`config.mk`:
```
export PLATFORM = sky130hd
export DESIGN_NAME = ssf_ctrl
export DESIGN_NICKNAME = d
export VERILOG_FILES = /design/src/sv/ssf_pkg.sv /design/src/sv/ssf_ctrl.sv
export SDC_FILE = /design/constraint.sdc
export NUM_CORES = 1
export LEC_CHECK = 0
export BUFFER_PORTS_ARGS = -buffer_cell sky130_fd_sc_hd__buf_2
export CAP_MARGIN = 0
export CORE_UTILIZATION = 51
export CTS_CLUSTER_SIZE = 12
export DETAILED_ROUTE_END_ITERATION = 10
export HOLD_SLACK_MARGIN = 0.08
export PLACE_DENSITY = 0.79
export SLEW_MARGIN = 10
export SYNTH_ARGS = -nofsm -noshare
export SYNTH_HDL_FRONTEND = slang
export SYNTH_SLANG_ARGS = --single-unit
```
`constraint.sdc`:
```
create_clock -name i_clk -period 2.3 [get_ports i_clk]
set_input_delay 0.23 -clock i_clk [delete_from_list [all_inputs] [get_ports i_clk]]
set_output_delay 0.23 -clock i_clk [all_outputs]
set_load 0.05 [all_outputs]
```
`src/sv/ssf_pkg.sv`:
```
package ssf_pkg;

    localparam int STATES      = 4;
    localparam int SAMPLE_BITS = 24;
    localparam int COEF_BITS   = 32;
    localparam int STATE_BITS  = 48;

    localparam int TABLE_SIZE = STATES * STATES + 3 * STATES + 1;
    localparam int FRAC_SHIFT = COEF_BITS - 4;
    localparam int HALF_BITS  = STATE_BITS / 2;
    localparam int OPND_BITS  = ((HALF_BITS > SAMPLE_BITS) ? HALF_BITS : SAMPLE_BITS) + 1;
    localparam int PROD_BITS  = COEF_BITS + OPND_BITS;
    localparam int ACC_BITS   = PROD_BITS + HALF_BITS + 4;
    localparam int SH_BITS    = ACC_BITS - FRAC_SHIFT;
    localparam int ROW_BITS   = (STATES > 1) ? $clog2(STATES) : 1;

    localparam int OP_BITS       = 2;
    localparam int CIDX_BITS     = 5;
    localparam int CVAL_BITS     = 32;
    localparam int INIT_BITS     = 24;
    localparam int ACT_BITS      = 3;
    localparam int CFG_IDX_BITS  = 1;
    localparam int CFG_DATA_BITS = 24;

    localparam logic [ACT_BITS-1:0]     ACT_RESET = ACT_BITS'(4);
    localparam logic [CFG_IDX_BITS-1:0] CFG_INIT_INPUT   = CFG_IDX_BITS'(0);
    localparam logic [CFG_IDX_BITS-1:0] CFG_ACTIVE_STATES = CFG_IDX_BITS'(1);

    localparam logic [CIDX_BITS-1:0] BD0_BASE = CIDX_BITS'(STATES * STATES);
    localparam logic [CIDX_BITS-1:0] BD1_BASE = CIDX_BITS'(STATES * STATES + STATES);
    localparam logic [CIDX_BITS-1:0] C_BASE   = CIDX_BITS'(STATES * STATES + 2 * STATES);
    localparam logic [CIDX_BITS-1:0] D_INDEX  = CIDX_BITS'(STATES * STATES + 3 * STATES);

    localparam logic signed [ACC_BITS-1:0]    RND_BIAS   = ACC_BITS'(1) << (FRAC_SHIFT - 1);
    localparam logic signed [STATE_BITS-1:0]  STATE_MAX  = {1'b0, {(STATE_BITS-1){1'b1}}};
    localparam logic signed [STATE_BITS-1:0]  STATE_MIN  = {1'b1, {(STATE_BITS-1){1'b0}}};
    localparam logic signed [SAMPLE_BITS-1:0] SAMPLE_MAX = {1'b0, {(SAMPLE_BITS-1){1'b1}}};
    localparam logic signed [SAMPLE_BITS-1:0] SAMPLE_MIN = {1'b1, {(SAMPLE_BITS-1){1'b0}}};

    typedef enum logic [OP_BITS-1:0] {
        OP_SAMPLE = 2'd0,
        OP_WRITE  = 2'd1,
        OP_CLEAR  = 2'd2,
        OP_NONE   = 2'd3
    } t_op;

    typedef enum logic [3:0] {
        OPND_X     = 4'b0001,
        OPND_NX    = 4'b0010,
        OPND_UPREV = 4'b0100,
        OPND_U     = 4'b1000
    } t_opnd;

    typedef struct packed {
        logic                 issue;
        logic [CIDX_BITS-1:0] coef_idx;
        t_opnd                opnd;
        logic [ROW_BITS-1:0]  st_idx;
        logic                 hi_half;
        logic                 first;
        logic                 last;
        logic                 to_out;
        logic [ROW_BITS-1:0]  dst_row;
        logic                 wr_coef;
        logic                 clear;
        logic                 load_u;
        logic                 commit;
        logic [ROW_BITS-1:0]  k_m1;
    } t_ssf_cmd;

    typedef struct packed {
        logic busy;
        logic out_full;
    } t_ssf_sts;

endpackage

```
`src/sv/ssf_ctrl.sv`:
```
module ssf_ctrl (
    input  logic                           i_clk,
    input  logic                           i_rst_n,
    input  logic                           i_in_valid,
    output logic                           o_in_stall,
    input  logic [ssf_pkg::OP_BITS-1:0]    i_op,
    input  logic [ssf_pkg::ACT_BITS-1:0]   i_active,
    input  ssf_pkg::t_ssf_sts              i_sts,
    output ssf_pkg::t_ssf_cmd              o_cmd
);

    typedef enum logic [4:0] {
        S_IDLE = 5'b00001,
        S_ROW  = 5'b00010,
        S_WAIT = 5'b00100,
        S_OUT  = 5'b01000,
        S_FIN  = 5'b10000
    } t_state;

    typedef enum logic [2:0] {
        PH_X     = 3'b001,
        PH_TAIL1 = 3'b010,
        PH_TAIL2 = 3'b100
    } t_phase;

    t_state                        r_state, n_state;
    t_phase                        r_ph, n_ph;
    logic [ssf_pkg::ROW_BITS-1:0]  r_row, n_row;
    logic [ssf_pkg::ROW_BITS-1:0]  r_col, n_col;
    logic                          r_hi, n_hi;
    logic [ssf_pkg::ROW_BITS-1:0]  w_k_m1;
    logic                          w_accept;

    // active count clamped into one to the built count
    always_comb begin
        priority if (i_active == '0) begin
            w_k_m1 = '0;
        end else if (i_active > ssf_pkg::ACT_BITS'(ssf_pkg::STATES)) begin
            w_k_m1 = ssf_pkg::ROW_BITS'(ssf_pkg::STATES - 1);
        end else begin
            w_k_m1 = ssf_pkg::ROW_BITS'(i_active - 1'b1);
        end
    end

    assign o_in_stall = (r_state != S_IDLE);
    assign w_accept   = i_in_valid && (r_state == S_IDLE);

    always_comb begin
        n_state = r_state;
        n_ph    = r_ph;
        n_row   = r_row;
        n_col   = r_col;
        n_hi    = r_hi;
        o_cmd       = '0;
        o_cmd.opnd  = ssf_pkg::OPND_X;
        o_cmd.k_m1  = w_k_m1;
        o_cmd.first = (r_ph == PH_X) && (r_col == '0) && !r_hi;
        unique case (r_state)
            S_IDLE: begin
                if (w_accept) begin
                    unique case (ssf_pkg::t_op'(i_op))
                        ssf_pkg::OP_SAMPLE: begin
                            o_cmd.load_u = 1'b1;
                            n_state      = S_ROW;
                            n_ph         = PH_X;
                            n_row        = '0;
                            n_col        = '0;
                            n_hi         = 1'b0;
                        end
                        ssf_pkg::OP_WRITE: o_cmd.wr_coef = 1'b1;
                        ssf_pkg::OP_CLEAR: o_cmd.clear   = 1'b1;
                        default: ;
                    endcase
                end
            end
            S_ROW: begin
                o_cmd.issue   = 1'b1;
                o_cmd.dst_row = r_row;
                unique case (r_ph)
                    PH_X: begin
                        o_cmd.coef_idx = ssf_pkg::CIDX_BITS'(r_row)
                                         * ssf_pkg::CIDX_BITS'(ssf_pkg::STATES)
                                         + ssf_pkg::CIDX_BITS'(r_col);
                        o_cmd.opnd     = ssf_pkg::OPND_X;
                        o_cmd.st_idx   = r_col;
                        o_cmd.hi_half  = r_hi;
                        n_hi           = ~r_hi;
                        if (r_hi) begin
                            if (r_col == w_k_m1) begin
                                n_ph = PH_TAIL1;
                            end else begin
                                n_col = ssf_pkg::ROW_BITS'(r_col + 1'b1);
                            end
                        end
                    end
                    PH_TAIL1: begin
                        o_cmd.coef_idx = ssf_pkg::BD0_BASE + ssf_pkg::CIDX_BITS'(r_row);
                        o_cmd.opnd     = ssf_pkg::OPND_UPREV;
                        n_ph           = PH_TAIL2;
                    end
                    PH_TAIL2: begin
                        o_cmd.coef_idx = ssf_pkg::BD1_BASE + ssf_pkg::CIDX_BITS'(r_row);
                        o_cmd.opnd     = ssf_pkg::OPND_U;
                        o_cmd.last     = 1'b1;
                        if (r_row == w_k_m1) begin
                            n_state = S_WAIT;
                        end else begin
                            n_row = ssf_pkg::ROW_BITS'(r_row + 1'b1);
                            n_col = '0;
                            n_hi  = 1'b0;
                            n_ph  = PH_X;
                        end
                    end
                    default: n_ph = PH_X;
                endcase
            end
            S_WAIT: begin
                if (!i_sts.busy && !i_sts.out_full) begin
                    n_state = S_OUT;
                    n_ph    = PH_X;
                    n_col   = '0;
                    n_hi    = 1'b0;
                end
            end
            S_OUT: begin
                o_cmd.issue  = 1'b1;
                o_cmd.to_out = 1'b1;
                unique case (r_ph)
                    PH_X: begin
                        o_cmd.coef_idx = ssf_pkg::C_BASE + ssf_pkg::CIDX_BITS'(r_col);
                        o_cmd.opnd     = ssf_pkg::OPND_NX;
                        o_cmd.st_idx   = r_col;
                        o_cmd.hi_half  = r_hi;
                        n_hi           = ~r_hi;
                        if (r_hi) begin
                            if (r_col == w_k_m1) begin
                                n_ph = PH_TAIL1;
                            end else begin
                                n_col = ssf_pkg::ROW_BITS'(r_col + 1'b1);
                            end
                        end
                    end
                    PH_TAIL1: begin
                        o_cmd.coef_idx = ssf_pkg::D_INDEX;
                        o_cmd.opnd     = ssf_pkg::OPND_U;
                        o_cmd.last     = 1'b1;
                        n_state        = S_FIN;
                    end
                    default: begin
                        o_cmd.issue = 1'b0;
                        n_ph        = PH_X;
                    end
                endcase
            end
            S_FIN: begin
                if (!i_sts.busy) begin
                    o_cmd.commit = 1'b1;
                    n_state      = S_IDLE;
                end
            end
            default: n_state = S_IDLE;
        endcase
    end

    always_ff @(posedge i_clk) begin
        if (!i_rst_n) begin
            r_state <= S_IDLE;
            r_ph    <= PH_X;
            r_row   <= '0;
            r_col   <= '0;
            r_hi    <= 1'b0;
        end else begin
            r_state <= n_state;
            r_ph    <= n_ph;
            r_row   <= n_row;
            r_col   <= n_col;
            r_hi    <= n_hi;
        end
    end

endmodule

```
## Word level (Yosys, flattened, before mapping)

Index checks and enable logic that the tools add are counted.

- Register bits: 13
- Input bits: 10
- Output and inout bits: 25
- Word-level logic and storage cells: 111

- Add/subtract/negate cells: 7
- Order comparisons: 1
- Equality and inequality tests: 25
- Multiplexer cells: 55
- Bitwise gates (word level): 1
- Reduce and logical (&&, ||, !) cells: 17

Operator list:

| kind | number |
|---|---|
| $mux 5 | 7 |
| $mux 3 | 9 |
| $pmux 9 s3 | 1 |
| $pmux 13 s2 | 1 |
| $pmux 5 s5 | 1 |
| $mux 2 | 12 |
| $pmux 9 s2 | 1 |
| $mux 1 | 14 |
| $ne 2x2->1 const B | 7 |
| $reduce_and 7->1 | 2 |
| $pmux 3 s4 | 1 |
| $add 5x2->5 const A | 2 |
| $pmux 3 s3 | 1 |
| $pmux 2 s2 | 2 |
| $pmux 2 s4 | 1 |
| $ne 2x1->1 const B | 3 |
| $pmux 3 s2 | 1 |
| $reduce_and 6->1 | 1 |
| $add 4x2->5 | 1 |
| $add 4x3->5 const A | 1 |
| $eq 5x1->1 const B | 1 |
| $eq 5x2->1 const B | 1 |
| $eq 5x3->1 const B | 1 |
| $eq 5x4->1 const B | 1 |
| 24 further kinds | 33 |

## Longest topological paths before layout

- Depth after elaboration: 8
- Gate-level depth with buffers: 9
- Gate-level depth less buffers: 8

## Least setup slack after synthesis

No wires, ideal clock.

- Path type: reg2out
- Start: register r_state[4]
- End: output port o_cmd[22] (netlist bit)
- Arrival time: 2.316 ns
- Data required time: 2.070 ns
- Setup slack: -0.246 ns
- Stages on the path, launching flop included: 7
- Path buffers: 0
- Path through: dfxtp_1 > or4_4 > inv_1 > a22oi_1 > nor2_1 > nor2_1 > inv_1

RTL lines:

| item | RTL line | RTL |
|---|---|---|
| start: declaration | ssf_ctrl.sv:26 | `t_state r_state, n_state;` |
| start signal: assignment | ssf_ctrl.sv:173 | `r_state <= n_state;` |
| end: declaration | ssf_ctrl.sv:9 | `output ssf_pkg::t_ssf_cmd o_cmd` |

==> results.json <==
{
  "status": "finished, final reports clean",
  "drv_slew": 0,
  "dp.final_hpwl_um": 2608,
  "netlist_top_cells_area": "sky130_fd_sc_hd__dfxtp_1, sky130_fd_sc_hd__nand2_1, sky130_fd_sc_hd__nor2_1",
  "final_cell_area_excluding_filler_cells_mm2": 0.001515,
  "leakage_nw": 0.6465,
  "reg2reg_setup_slack_ns": 0.38,
  "worstReg2RegStart": "r_state[3]$_SDFFE_PN0P_",
  "routed_wire_length_per_instance_um": 14.69,
  "max_clock_freq_mhz": 441.3,
  "post_synth.cell_area_avg_um2": 7.400,
  "postSynth.asyncResetShare": 0,
  "yosysWarnings": 0,
  "clk_root_buffer_cell": "sky130_fd_sc_hd__clkbuf_4",
  "worst_path_max_delay_cell": "sky130_fd_sc_hd__or4_4",
  "ys_seq_elements": 13,
  "routed_via_density": 6.118,
  "tritoncts_num_sinks": 13,
  "synth_top_flop_cell": "sky130_fd_sc_hd__dfxtp_1",
  "finalSetupViolCount": 0,
  "critical-path-max-stage-delay_ns": 0.47,
  "timing.reg2reg.worst_path_depth": 7,
  "cts_setup_buffers": 0,
  "die_height_um": 50.63,
  "yosys-top-cells-count": "sky130_fd_sc_hd__nand2_1, sky130_fd_sc_hd__nor2_1, sky130_fd_sc_hd__dfxtp_1",
  "ctsHtreeMaxLevel": 1,
  "worst-setup-path-type": "reg2out",
  "timing.max_slew.rel_slack": 0.5953,
  "drive_above_1_share": 0.3383,
  "dr_wl_met3_um": 242,
  "start_point_of_the_critical_path": "r_state[1]$_SDFFE_PN0P_",
  "setup.worst_path.end": "o_cmd[20]",
  "mapped_nets": 175,
  "final_cells": 229,
  "worst_ir_drop_vdd_mv": 0.3689,
  "worst_hold_startpoint": "i_rst_n",
  "area.growth.synth_to_final_pct": 25.62,
  "num_antenna_cells": 0,
  "maximum_number_of_pins_on_one_net_before_global_route_repair": 14,
  "tritoncts": "done",
  "floorplan.initialDensity": 0.5452,
  "final.setup_skew_ns": 0.003949,
  "synth-edff-count": 0,
  "chipWidth_um": 50.63,
  "wl_met1_um": 1487,
  "floorplan.core_area_mm2": 0.002212,
  "clkTransAtPathRegs_ns": 0.09,
  "layout.area.seq_um2": 261.5,
  "drv.max_cap_violation_count": 0,
  "placedInstanceArea_mm2": 0.001464,
  "floorplan.die_area_mm2": 0.002563,
  "synth_top_area_share": 0.2158,
  "worstSetupStartpointType": "flop",
  "post_synth_num_cell_types": 52,
  "global_route_wire_length_before_repair_um": 5347,
  "grt_use_total": 0.2757,
  "ctsLongestPathBuffers": 2,
  "power-per-cell-area_mw_per_mm2": 457.7,
  "yosysSeqAreaShare": 0.2158,
  "maxUsedRoutingLayer": "met4",
  "final_min_period_over_clock_period": 0.9852,
  "worstPathMaxFanout": 6,
  "routed_wl_um": 3365,
  "multiInputGateArea_um2": 930.9,
  "antenna_found_initial": 0,
  "critical_path_at_ns": 2.04,
  "dr_total_vias": 1401,
  "place.detailed.instances": 225,
  "transition_time_at_the_pin_with_the_least_slew_margin_ns": 0.6029,
  "postCtsHoldBufs": 0,
  "final-hold-violation-count": 0,
  "synth_largest_area_cell": "sky130_fd_sc_hd__dfxtp_1",
  "globalplace.congestion": 0.9364,
  "setup_repair_after_global_routing_missed_its_margin": "true",
  "grt.overflow.total": 0,
  "core_util_final": 0.6850,
  "hold_path.class": "in2reg",
  "tritoncts.num_buffers": 3,
  "post_synth_instance_area_mm2": 0.001206,
  "drt_pass1_iterations": 4,
  "num_rows": 17,
  "fillerInstances": 190,
  "detail-route-antenna-nets": 0,
  "crit_path_cell_trace": "nand2b_1 -> or4_4 -> or3_4 -> nand2_1 -> a21o_2 -> buf_6",
  "placement.io_buffers": 34,
  "critPathRequiredTime_ns": 2.07,
  "min_period_ns": 2.266,
  "postSynthCellCount": 163,
  "yosysMostFrequentCell": "sky130_fd_sc_hd__nand2_1",
  "worstSetupEndpointType": "primary output",
  "met2WireLength_um": 1586,
  "remaining_drc_errors": 0,
  "grt_pass1_vias": 1201,
  "nets_finish": 214,
  "drt_first_iter_violations": 62,
  "rr_endpoint": "r_hi$_SDFFE_PN0P_",
  "design.portCount": 35,
  "clkLatencyLatePin_ns": 0.29
}
## stage by stage
step                setup TNS [ns]  total power, mW  hold WS [ns]  setup slack, ns
floorplan                 -0.02975           0.4757        0.3923         -0.02975
global placement                 0           0.5302        0.5165           0.1656
detailed placement               0           0.5341        0.5128           0.1066
CTS                       -0.01531           0.6864        0.2412         -0.01531
global route             -0.003189           0.7217        0.2660        -0.003189
finish                           0           0.6934        0.2400          0.03411
## routing by layer
metal  up-vias  global-route usage
li1        680                   -
met1       653              0.3565
met2        61              0.4578
met3         7             0.03939
met4         0              0.1065
met5         -                   0
## state kept, by name, summed over array words and instances, names as in the netlist
name,count
r_state,5
r_ph,3
r_col,2
r_row,2
r_hi,1
## cell usage in the layout, fill, tap and decap left out, drive strengths merged, types with 5 or more instances in the layout
cell type,instances
nor3b,6
nor3,5
clkbuf,7
inv,11
buf,35
nand2,17
nand3,7
nand2b,5
nor2,15
a21oi,12
nor2b,7
o21ai,10
dfxtp,13
or3,5
and3,5
## repair_timing
action / in CTS / in global routing
cloned: 0 / 0
resized for setup: 4 / 6
endpoints found under the setup margin: 4 / 7
pin swaps: 0 / 1
## area by class of cell
type | instances | share of cell area
Sequential cell | 13 | 0.1726
Clock buffer | 4 | 0.01734
Inverter | 12 | 0.02973
Timing Repair Buffer | 38 | 0.1429
Multi-Input combinational cell | 134 | 0.6144
Tap cell | 28 | 0.02312
## critical path, delay by kind of cell (launching register included)
kind	cells	cell delay (ns)
and+or+nand+nor	4	1.14
DFF	1	0.36
buffers and inverters	1	0.15
AOI/OAI and AO/OA	1	0.11
## cell families (layout without fill, tap and decap cells)
kind of cell / count (synthesis) / count (layout) / synth area share
mux: 2 / 2 / 0.01763
buf+inv: 16 / 54 / 0.05082
flops: 13 / 13 / 0.2158
xor+xnor: 2 / 2 / 0.01453
compound gates: 45 / 45 / 0.2728
fa+ha+maj: 2 / 2 / 0.02074
simple gates: 83 / 83 / 0.4077
## worst min path at each step
stage                            endpoint  slack [ns]  cells after the start
finish               r_ph[0]$_SDFFE_PN1P_        0.24                      2
global placement     r_ph[2]$_SDFFE_PN0P_        0.52                      2
floorplan           r_col[0]$_SDFFE_PN0P_        0.39                      2
CTS                  r_ph[0]$_SDFFE_PN1P_        0.24                      2
global route         r_ph[0]$_SDFFE_PN1P_        0.27                      2
detailed placement   r_ph[2]$_SDFFE_PN0P_        0.51                      2
## where the power goes
part / switching, mW / leakage [nW] / internal, mW / total (mW)
Combinational: 0.191 / 0.526 / 0.0897 / 0.281
Clock: 0.0869 / 0.0150 / 0.0676 / 0.154
Sequential: 0.0215 / 0.106 / 0.237 / 0.258
Total: 0.299 / 0.646 / 0.394 / 0.693
Note: power is estimated with default switching activity, not from simulation.
