File: config.mk
export PLATFORM = sky130hd
export DESIGN_NAME = ssf_dp
export DESIGN_NICKNAME = d
export VERILOG_FILES = /design/src/sv/ssf_pkg.sv /design/src/sv/ssf_dp.sv
export SDC_FILE = /design/constraint.sdc
export NUM_CORES = 2
export LEC_CHECK = 0
export BUFFER_PORTS_ARGS = -buffer_cell sky130_fd_sc_hd__buf_2
export CAP_MARGIN = 5
export CORE_MARGIN = 1.5
export CORE_UTILIZATION = 40
export DETAILED_ROUTE_END_ITERATION = 6
export PLACE_DENSITY_LB_ADDON = 0.05
export REMOVE_ABC_BUFFERS = 1
export SETUP_SLACK_MARGIN = 0.1
export SYNTH_ARGS = -nofsm -noshare
export SYNTH_HDL_FRONTEND = slang
export SYNTH_SLANG_ARGS = --single-unit
File: constraint.sdc
create_clock -name i_clk -period 13.9 [get_ports i_clk]
set_input_delay 1.39 -clock i_clk [delete_from_list [all_inputs] [get_ports i_clk]]
set_output_delay 1.39 -clock i_clk [all_outputs]
set_load 0.005 [all_outputs]
File: src/sv/ssf_pkg.sv
package ssf_pkg;

    localparam int STATES      = 4;
    localparam int SAMPLE_BITS = 24;
    localparam int COEF_BITS   = 32;
    localparam int STATE_BITS  = 48;

    localparam int TABLE_SIZE = STATES * STATES + 3 * STATES + 1;
    localparam int FRAC_SHIFT = COEF_BITS - 4;
    localparam int HALF_BITS  = STATE_BITS / 2;
    localparam int OPND_BITS  = ((HALF_BITS > SAMPLE_BITS) ? HALF_BITS : SAMPLE_BITS) + 1;
    localparam int PROD_BITS  = COEF_BITS + OPND_BITS;
    localparam int ACC_BITS   = PROD_BITS + HALF_BITS + 4;
    localparam int SH_BITS    = ACC_BITS - FRAC_SHIFT;
    localparam int ROW_BITS   = (STATES > 1) ? $clog2(STATES) : 1;

    localparam int OP_BITS       = 2;
    localparam int CIDX_BITS     = 5;
    localparam int CVAL_BITS     = 32;
    localparam int INIT_BITS     = 24;
    localparam int ACT_BITS      = 3;
    localparam int CFG_IDX_BITS  = 1;
    localparam int CFG_DATA_BITS = 24;

    localparam logic [ACT_BITS-1:0]     ACT_RESET = ACT_BITS'(4);
    localparam logic [CFG_IDX_BITS-1:0] CFG_INIT_INPUT   = CFG_IDX_BITS'(0);
    localparam logic [CFG_IDX_BITS-1:0] CFG_ACTIVE_STATES = CFG_IDX_BITS'(1);

    localparam logic [CIDX_BITS-1:0] BD0_BASE = CIDX_BITS'(STATES * STATES);
    localparam logic [CIDX_BITS-1:0] BD1_BASE = CIDX_BITS'(STATES * STATES + STATES);
    localparam logic [CIDX_BITS-1:0] C_BASE   = CIDX_BITS'(STATES * STATES + 2 * STATES);
    localparam logic [CIDX_BITS-1:0] D_INDEX  = CIDX_BITS'(STATES * STATES + 3 * STATES);

    localparam logic signed [ACC_BITS-1:0]    RND_BIAS   = ACC_BITS'(1) << (FRAC_SHIFT - 1);
    localparam logic signed [STATE_BITS-1:0]  STATE_MAX  = {1'b0, {(STATE_BITS-1){1'b1}}};
    localparam logic signed [STATE_BITS-1:0]  STATE_MIN  = {1'b1, {(STATE_BITS-1){1'b0}}};
    localparam logic signed [SAMPLE_BITS-1:0] SAMPLE_MAX = {1'b0, {(SAMPLE_BITS-1){1'b1}}};
    localparam logic signed [SAMPLE_BITS-1:0] SAMPLE_MIN = {1'b1, {(SAMPLE_BITS-1){1'b0}}};

    typedef enum logic [OP_BITS-1:0] {
        OP_SAMPLE = 2'd0,
        OP_WRITE  = 2'd1,
        OP_CLEAR  = 2'd2,
        OP_NONE   = 2'd3
    } t_op;

    typedef enum logic [3:0] {
        OPND_X     = 4'b0001,
        OPND_NX    = 4'b0010,
        OPND_UPREV = 4'b0100,
        OPND_U     = 4'b1000
    } t_opnd;

    typedef struct packed {
        logic                 issue;
        logic [CIDX_BITS-1:0] coef_idx;
        t_opnd                opnd;
        logic [ROW_BITS-1:0]  st_idx;
        logic                 hi_half;
        logic                 first;
        logic                 last;
        logic                 to_out;
        logic [ROW_BITS-1:0]  dst_row;
        logic                 wr_coef;
        logic                 clear;
        logic                 load_u;
        logic                 commit;
        logic [ROW_BITS-1:0]  k_m1;
    } t_ssf_cmd;

    typedef struct packed {
        logic busy;
        logic out_full;
    } t_ssf_sts;

endpackage

File: src/sv/ssf_dp.sv
module ssf_dp (
    input  logic                                   i_clk,
    input  logic                                   i_rst_n,
    input  ssf_pkg::t_ssf_cmd                      i_cmd,
    output ssf_pkg::t_ssf_sts                      o_sts,
    input  logic        [ssf_pkg::CIDX_BITS-1:0]   i_coef_index,
    input  logic signed [ssf_pkg::CVAL_BITS-1:0]   i_coef_value,
    input  logic signed [ssf_pkg::SAMPLE_BITS-1:0] i_sample,
    input  logic signed [ssf_pkg::INIT_BITS-1:0]   i_init_input,
    output logic                                   o_out_valid,
    input  logic                                   i_out_stall,
    output logic signed [ssf_pkg::SAMPLE_BITS-1:0] o_out_sample,
    output logic                                   o_saturated
);

    logic signed [ssf_pkg::COEF_BITS-1:0]   r_coef [ssf_pkg::TABLE_SIZE];
    logic signed [ssf_pkg::STATE_BITS-1:0]  r_x    [ssf_pkg::STATES];
    logic signed [ssf_pkg::STATE_BITS-1:0]  r_nx   [ssf_pkg::STATES];
    logic signed [ssf_pkg::SAMPLE_BITS-1:0] r_u;
    logic signed [ssf_pkg::SAMPLE_BITS-1:0] r_uprev;

    logic signed [ssf_pkg::STATE_BITS-1:0] w_sel;
    logic signed [ssf_pkg::OPND_BITS-1:0]  w_opnd;
    logic signed [ssf_pkg::COEF_BITS-1:0]  w_coef;
    logic signed [ssf_pkg::PROD_BITS-1:0]  w_prod;

    logic signed [ssf_pkg::PROD_BITS-1:0] r_prod;
    logic                                 r_p_vld;
    logic                                 r_p_hi;
    logic                                 r_p_first;
    logic                                 r_p_last;
    logic                                 r_p_out;
    logic        [ssf_pkg::ROW_BITS-1:0]  r_p_row;

    logic signed [ssf_pkg::ACC_BITS-1:0] w_addend;
    logic signed [ssf_pkg::ACC_BITS-1:0] r_acc;
    logic                                r_a_last;
    logic                                r_a_out;
    logic        [ssf_pkg::ROW_BITS-1:0] r_a_row;

    logic signed [ssf_pkg::ACC_BITS-1:0]    w_rnd;
    logic signed [ssf_pkg::SH_BITS-1:0]     w_sh;
    logic        [ssf_pkg::SH_BITS-ssf_pkg::STATE_BITS:0]  w_st_top;
    logic        [ssf_pkg::SH_BITS-ssf_pkg::SAMPLE_BITS:0] w_out_top;
    logic                                   w_st_fit;
    logic                                   w_out_fit;
    logic signed [ssf_pkg::STATE_BITS-1:0]  w_st_val;
    logic signed [ssf_pkg::SAMPLE_BITS-1:0] w_out_val;

    logic signed [ssf_pkg::SAMPLE_BITS-1:0] r_out;
    logic                                   r_sat;
    logic                                   r_out_vld;

    // coefficient table
    always_ff @(posedge i_clk) begin
        if (!i_rst_n) begin
            for (int i = 0; i < ssf_pkg::TABLE_SIZE; i++) begin
                r_coef[i] <= '0;
            end
        end else if (i_cmd.wr_coef
                     && (i_coef_index < ssf_pkg::CIDX_BITS'(ssf_pkg::TABLE_SIZE))) begin
            r_coef[i_coef_index] <= ssf_pkg::COEF_BITS'(i_coef_value);
        end
    end

    // state vector and previous input
    always_ff @(posedge i_clk) begin
        if (!i_rst_n) begin
            for (int i = 0; i < ssf_pkg::STATES; i++) begin
                r_x[i] <= '0;
            end
            r_uprev <= '0;
        end else if (i_cmd.clear) begin
            for (int i = 0; i < ssf_pkg::STATES; i++) begin
                r_x[i] <= '0;
            end
            r_uprev <= ssf_pkg::SAMPLE_BITS'(i_init_input);
        end else if (i_cmd.commit) begin
            for (int i = 0; i < ssf_pkg::STATES; i++) begin
                if (ssf_pkg::ROW_BITS'(i) <= i_cmd.k_m1) begin
                    r_x[i] <= r_nx[i];
                end
            end
            r_uprev <= r_u;
        end
    end

    always_ff @(posedge i_clk) begin
        if (i_cmd.load_u) begin
            r_u <= i_sample;
        end
    end

    // operand select and multiply
    always_comb begin
        w_sel  = (i_cmd.opnd == ssf_pkg::OPND_NX) ? r_nx[i_cmd.st_idx] : r_x[i_cmd.st_idx];
        w_coef = r_coef[i_cmd.coef_idx];
        unique case (i_cmd.opnd)
            ssf_pkg::OPND_X, ssf_pkg::OPND_NX: begin
                if (i_cmd.hi_half) begin
                    w_opnd = ssf_pkg::OPND_BITS'(
                        $signed(w_sel[ssf_pkg::STATE_BITS-1:ssf_pkg::HALF_BITS]));
                end else begin
                    w_opnd = ssf_pkg::OPND_BITS'(
                        $signed({1'b0, w_sel[ssf_pkg::HALF_BITS-1:0]}));
                end
            end
            ssf_pkg::OPND_UPREV: w_opnd = ssf_pkg::OPND_BITS'(r_uprev);
            ssf_pkg::OPND_U:     w_opnd = ssf_pkg::OPND_BITS'(r_u);
            default:             w_opnd = '0;
        endcase
        w_prod = w_coef * w_opnd;
    end

    always_ff @(posedge i_clk) begin
        if (!i_rst_n) begin
            r_p_vld <= 1'b0;
        end else begin
            r_p_vld <= i_cmd.issue;
        end
    end

    always_ff @(posedge i_clk) begin
        if (i_cmd.issue) begin
            r_prod    <= w_prod;
            r_p_hi    <= i_cmd.hi_half;
            r_p_first <= i_cmd.first;
            r_p_last  <= i_cmd.last;
            r_p_out   <= i_cmd.to_out;
            r_p_row   <= i_cmd.dst_row;
        end
    end

    // accumulate
    assign w_addend = r_p_hi ? (ssf_pkg::ACC_BITS'(r_prod) <<< ssf_pkg::HALF_BITS)
                             : ssf_pkg::ACC_BITS'(r_prod);

    always_ff @(posedge i_clk) begin
        if (!i_rst_n) begin
            r_a_last <= 1'b0;
        end else begin
            r_a_last <= r_p_vld & r_p_last;
        end
    end

    always_ff @(posedge i_clk) begin
        if (r_p_vld) begin
            r_acc   <= r_p_first ? w_addend : r_acc + w_addend;
            r_a_out <= r_p_out;
            r_a_row <= r_p_row;
        end
    end

    // round, shift and saturate
    always_comb begin
        w_rnd     = r_acc + ssf_pkg::RND_BIAS;
        w_sh      = $signed(w_rnd[ssf_pkg::ACC_BITS-1:ssf_pkg::FRAC_SHIFT]);
        w_st_top  = w_sh[ssf_pkg::SH_BITS-1:ssf_pkg::STATE_BITS-1];
        w_out_top = w_sh[ssf_pkg::SH_BITS-1:ssf_pkg::SAMPLE_BITS-1];
        w_st_fit  = (&w_st_top) | ~(|w_st_top);
        w_out_fit = (&w_out_top) | ~(|w_out_top);
        if (w_st_fit) begin
            w_st_val = w_sh[ssf_pkg::STATE_BITS-1:0];
        end else begin
            w_st_val = w_sh[ssf_pkg::SH_BITS-1] ? ssf_pkg::STATE_MIN : ssf_pkg::STATE_MAX;
        end
        if (w_out_fit) begin
            w_out_val = w_sh[ssf_pkg::SAMPLE_BITS-1:0];
        end else begin
            w_out_val = w_sh[ssf_pkg::SH_BITS-1] ? ssf_pkg::SAMPLE_MIN : ssf_pkg::SAMPLE_MAX;
        end
    end

    always_ff @(posedge i_clk) begin
        if (r_a_last && !r_a_out) begin
            r_nx[r_a_row] <= w_st_val;
        end
    end

    always_ff @(posedge i_clk) begin
        if (r_a_last && r_a_out) begin
            r_out <= w_out_val;
            r_sat <= ~w_out_fit;
        end
    end

    always_ff @(posedge i_clk) begin
        if (!i_rst_n) begin
            r_out_vld <= 1'b0;
        end else if (r_a_last && r_a_out) begin
            r_out_vld <= 1'b1;
        end else if (r_out_vld && !i_out_stall) begin
            r_out_vld <= 1'b0;
        end
    end

    assign o_sts.busy     = r_p_vld | r_a_last;
    assign o_sts.out_full = r_out_vld;
    assign o_out_valid    = r_out_vld;
    assign o_out_sample   = r_out;
    assign o_saturated    = r_sat;

endmodule

==> After elaboration in Yosys (flattened, before gate mapping) <==
Memory sizes are Yosys's and may differ from the RTL's.
Index checks and enable logic that the tools add are counted.
{ "word_totals": {"register_bits": 227, "latchBits": 0, "ramBits": 1312, "romBits": 0, "inputBits": 112, "out_inout_bits": 28, "word_cells": 113, "n_memories": 3} }
{ "classes": {"add_sub_neg": 2, "multipliers": 1, "div_mod_pow": 0, "magnitude_cmp": 5, "eq_ne": 4, "shifts": 0, "mux": 53, "bitwise_logic": 15, "n_reduce_logical": 14} }
{ "mem_list": {"columns": ["name", "depth", "word_bits", "rd", "rd_clocked_by_memory_dff", "wr", "line_no", "rtl"], "rows": [
  ["r_coef", 29, 32, 1, 0, 29, "ssf_dp.sv:16", "logic signed [ssf_pkg::COEF_BITS-1:0] r_coef [ssf_pkg::TABLE_SIZE];"],
  ["r_nx", 4, 48, 5, 0, 1, "ssf_dp.sv:18", "logic signed [ssf_pkg::STATE_BITS-1:0] r_nx [ssf_pkg::STATES];"],
  ["r_x", 4, 48, 1, 0, 4, "ssf_dp.sv:17", "logic signed [ssf_pkg::STATE_BITS-1:0] r_x [ssf_pkg::STATES];"]
]} }
{ "ops": {"columns": ["cell", "n"], "rows": [
  ["48-bit 2-to-1 mux", 11],
  ["24-bit 2-to-1 mux", 4],
  ["85-bit by 29-bit adder with 85-bit output, second input constant", 1],
  ["85-bit by 81-bit adder with 85-bit output", 1],
  ["85-bit 2-to-1 mux", 1],
  ["80-bit 2-to-1 mux", 1],
  ["25-bit one-hot mux with 3 select lines", 1],
  ["32-bit by 25-bit multiplier with 57-bit output", 1],
  ["34-bit AND reduction", 1],
  ["34-bit OR reduction", 1],
  ["1-bit 2-to-1 mux", 32],
  ["32-bit 2-to-1 mux", 1],
  ["32-bit OR reduction", 1],
  ["25-bit 2-to-1 mux", 1],
  ["1-bit bitwise OR", 11],
  ["10-bit AND reduction", 1],
  ["10-bit OR reduction", 1],
  ["5-bit less-than comparator, second input constant", 1],
  ["5-bit 2-to-1 mux", 1],
  ["4-bit by 1-bit equality test with 1-bit output, second input constant", 1],
  ["4-bit by 2-bit equality test with 1-bit output, second input constant", 1],
  ["4-bit by 3-bit equality test with 1-bit output, second input constant", 1],
  ["4-bit equality test, second input constant", 1],
  ["1-bit by 2-bit less-or-equal comparator with 1-bit output, first input constant", 2],
  ["other kinds (7)", 15]
]} }

==> Logic depth before layout (Yosys ltp) <==
{ "depth": {"ltp_word": 7, "depth_mapped": 35, "ltp_nobuf": 32} }

==> Worst setup path after synthesis <==
OpenSTA, ideal clock, no wires.
{ "synth_path": {"path_kind": "input port to flip-flop", "start": "input port i_cmd[18] (netlist name)", "end": "register r_prod[56] (netlist name) (data pin)", "setup_ps": 263, "arrival_time_ps": 10050, "required_ps": 13637, "setup_slack_ps": 3588, "stages": 31, "path_buffers": 5, "cell_sequence": "clkbuf_1 buf_1 buf_1 mux4_2 mux4_2 mux2i_1 clkbuf_1 nor2_1 fa_1 inv_1 fa_1 inv_1 fa_1 fa_1 fa_1 fa_1 inv_1 fa_1 inv_1 ha_1 clkbuf_1 a21oi_1 o21ai_1 a311o_1 a21oi_1 o21bai_1 o41a_1 nor3_1 o31ai_1 a311oi_1 xnor2_1"} }
{ "synth_between": {"elab_chain_cells": 2} }
{ "synth_lines": {"columns": ["item", "line_no", "rtl"], "rows": [
  ["start, declared", "ssf_dp.sv:4", "input ssf_pkg::t_ssf_cmd i_cmd,"],
  ["memory read 29 x 32 bit", null, null],
  ["32-bit by 25-bit multiplier with 57-bit output", "ssf_dp.sv:112", "w_prod = w_coef * w_opnd;"],
  ["via w_prod (one bit)", "ssf_dp.sv:25", "logic signed [ssf_pkg::PROD_BITS-1:0] w_prod;"],
  ["end signal, assigned", "ssf_dp.sv:125", "r_prod <= w_prod;"],
  ["end, declared", "ssf_dp.sv:27", "logic signed [ssf_pkg::PROD_BITS-1:0] r_prod;"]
]} }
The timed path passes the listed nets, and every way through them passes these cells.
A chain may end at the register's enable or synchronous reset.

==> Worst setup path after layout <==
Same ends and word-level chain as after synthesis.

==> impl_metrics.csv <==
group,metric,value,unit
detailed_routing,drtAntennaViolNets,0,
floorplanning,dieArea,267400,sq um
sta,worst_slew_pin_slew,1286,ps
global_routing,grt_pass1_wl,501600,um
logic_synthesis,synth_edf_count,1560,
sta,setup_viol,0,
setup_path,worstReg2RegEnd,"r_prod[56]",
cells_and_area,finalNetCount,9737,
detailed_routing,drc_errors,0,
setup_path,slowest_stage,"fa_1",
sta,rsz0062_at_grt,"no",
setup_path,r2r-start,"r_nx[2][26]",
detailed_routing,drt_pre_antenna_iters,6,
setup_path,crit_buf_inv,5,
pwr,power_frac_clock,29.3,%
sta,slew_headroom,12.02,%
logic_synthesis,synth_top_family_by_area,"adder cells",
pwr,power_frac_seq,37.2,%
global_routing,grt_max_degree,76,
setup_path,worstPathMaxFanout,54,
logic_synthesis,ys_top_cells_by_count,"1560 x edfxtp_1, 1069 x and2_1, 887 x inv_1, 821 x fa_1, 677 x nand2_1",
floorplanning,die_h,517.1,um
placement,dpl-instance-area,111300,sq um
pwr,leakage,46.35,nW
placement,place.gp.congestion,0.8885,
detailed_routing,via_count,67060,
setup_path,critPathKind,"input pin to register",
cts,cts.sinks,1635,
logic_synthesis,synthArstFlopShare,0,%
placement,hpwlAfterDp,234300,um
floorplanning,die_w,517.1,um
sta,finalSetupTns,0,ps
setup_path,reg2regPathDepth,23,
sta,fin_crit,11160,ps
cells_and_area,drive_above_1_share,13.94,%
setup_path,crit_required,14430,ps
global_routing,grt-ovfl-total,0,
floorplanning,pin_count,140,
logic_synthesis,synth_top_area_share,44.31,%
worst_hold_path,holdPathEnd,"r_a_out",
worst_hold_path,min_path_cells,0,
floorplanning,initial_utilization,40.27,%
placement,numPortBuffers,139,
setup_path,worst_setup_path_end_kind,"register",
pwr,intPower,10.87,mW
logic_synthesis,yosys.area_share.simple,13.68,%
setup_path,critPathMaxStageDelay,850,ps
worst_hold_path,hold_class,"register to register",
cts,cts_resized,0,
detailed_routing,drt-total-wl,347300,um
pwr,p_sw,5.887,mW
logic_synthesis,synth_area,105700,sq um
sta,period_share,80.27,%
setup_path,critPathLaunch,"i_cmd[18]",
global_routing,antenna_found_initial,28,
outcome,status,"finished, final reports clean",
logic_synthesis,yosys.area.top_type,"edfxtp_1",
setup_path,cp_top_family,"adder cells",
logic_synthesis,ys_seq_area_share,45.73,%
logic_synthesis,synth_compound_area_share,4.787,%
cts,cts_setup_buffers,0,
cts,insertion_delay,880,ps
cells_and_area,final_area,117200,sq um
cts,cts_buffers,193,
worst_hold_path,hold_start,"r_p_out",
logic_synthesis,ys_warn_count,0,
logic_synthesis,synth-xor-area-share,1.442,%
logic_synthesis,synthTopCellsByArea,"edfxtp_1 44%, fa_1 16%, mux4_2 9.0%",
logic_synthesis,synthAdderAreaFrac,18.38,%
logic_synthesis,synth.most_common_cell,"edfxtp_1",
pwr,power.density,143.0,nW/um^2
logic_synthesis,synth_top_flop_cell,"edfxtp_1",
setup_path,worst_setup_path_start_kind,"input pin",
pwr,swShare,35.13,%
setup_path,reg2reg_slack,3880,ps
cells_and_area,fillers,24190,
cts,cts_tree,"done",
global_routing,grt_pass1_vias,70290,
logic_synthesis,syn_inst,8543,
pwr,comb_power_share,33.5,%
logic_synthesis,ys_types,92,
setup_path,crit_top_cell,"fa_1",
cts,clk_pin_slew,60,ps
detailed_routing,wire_per_inst,28.39,um
floorplanning,coreArea,262500,sq um
pwr,vdd_drop_max,0.1174,mV
run,maxCapViolCount,0,
sta,slew_violations,0,
sta,max_freq,89.62,MHz
sta,hold_viol,0,
detailed_routing,vias_per_cell,5.481,
cts,hold_buffers,0,
detailed_routing,drt-initial-drc-count,5736,
setup_path,worstPathArrival,11690,ps
cts,clockRootBuffer,"clkbuf_16",
global_routing,track_usage,26.03,%
cts,h-tree-depth,4,
logic_synthesis,synth_mux_area_share,10.65,%
cts,clockBufferDepth,4,
logic_synthesis,ys_ff_latch,1635,
logic_synthesis,syn_avg_cell_area,12.37,sq um
cells_and_area,syn_to_final_growth,10.87,%
sta,worst_clock_skew,100.4,ps
floorplanning,num_rows,188,
[worst register-to-register path, cell delays in order, from the launching register on]
cell	delay (ps)
edfxtp_1	390
mux4_2	490
mux4_2	480
a222oi_1	510
buf_4	530
nor2b_1	230
fa_1	680
fa_1	750
inv_1	240
fa_1	860
inv_1	270
fa_1	510
fa_1	570
fa_1	440
fa_1	460
ha_1	430
nand2_1	80
a2111oi_0	440
a211oi_1	170
o21ai_0	390
nor3_1	120
o31ai_1	380
a311oi_1	170
xnor2_1	140
[sequential cells by signal, summed over array words and instances (netlist names), 24 cells and up]
register,count
r_nx,192
r_prod,57
r_u,24
r_uprev,24
r_acc,85
o_out_sample,24
r_x,192
r_coef,1024
[final cells by class]
| type | count | area [sq um] | share of cell area [%] |
|---|---|---|---|
| Multi-Input combinational cell | 5516 | 52870 | 45.11 |
| Sequential cell | 1635 | 48350 | 41.25 |
| Clock buffer | 245 | 5116 | 4.365 |
| Tap cell | 3515 | 4398 | 3.752 |
| Clock inverter | 99 | 827.0 | 0.7056 |
| Antenna cell | 6 | 15.01 | 0.01281 |
| Inverter | 893 | 3352 | 2.860 |
| Timing Repair Buffer | 326 | 2285 | 1.949 |
[layout by cell type (no fill, tap or decap), types with 101 or more instances in the layout]
master,count
a21oi_1,262
nand3_1,116
clkbuf_16,194
buf_2,129
edfxtp_1,1560
nor2_1,490
inv_1,886
ha_1,239
buf_4,182
fa_1,821
mux4_2,421
xnor2_1,109
and2_1,1067
mux2i_1,101
o21ai_0,173
nand2_1,676
[cells by family (layout without fill, tap and decap cells)]
family	count (synthesis)	after routing
flops	1635	1635
mux	591	591
compound gates	804	804
simple gates	2791	2791
buf+inv	1487	1563
xor+xnor	174	174
fa+ha+maj	1060	1060
other cells	1	102
[worst max-delay path by stage]
stage                      end  slack (ps)  cells after the start
finish              r_prod[56]        2740                     25
floorplan           r_prod[53]         -20                     28
global route        r_prod[53]        2100                     28
CTS                 r_prod[53]        2560                     28
global placement    r_prod[53]        1750                     28
detailed placement  r_prod[53]        1750                     28
[power by group through the flow]
stage	sequential, mW	clock (mW)	combinational [mW]
final	6.24	4.90	5.62
after global routing	6.26	5.17	6.19
after CTS	6.25	5.00	5.61
after detailed placement	6.35	0	5.58
after global placement	6.34	0	5.56
after floorplan	6.16	0	3.77
[through the flow]
| step | worst slack [ps] | power, mW | std cells | utilization [%] | hold WS (ps) |
|---|---|---|---|---|---|
| 2_1_floorplan | -23.51 | 9.929 | 8044 | - | 400.3 |
| 3_3_place_gp | 1746 | 11.90 | 11890 | 42.38 | 405.3 |
| 3_5_place_dp | 1748 | 11.93 | 11890 | 42.38 | 410.8 |
| 4_1_cts | 2565 | 16.85 | 12230 | 44.64 | 437.7 |
| 5_1_grt | 2099 | 17.61 | 12230 | 44.65 | 444.2 |
| 6_report | 2742 | 16.76 | 12240 | 44.65 | 430.0 |
[routing by layer]
metal	GRT usage (%)	routed length [um]
met1	34.63	147300
met2	44.18	169600
met3	3.377	18670
met4	8.150	11610
met5	0	59
No activity file was read; power rests on OpenSTA's default activity.
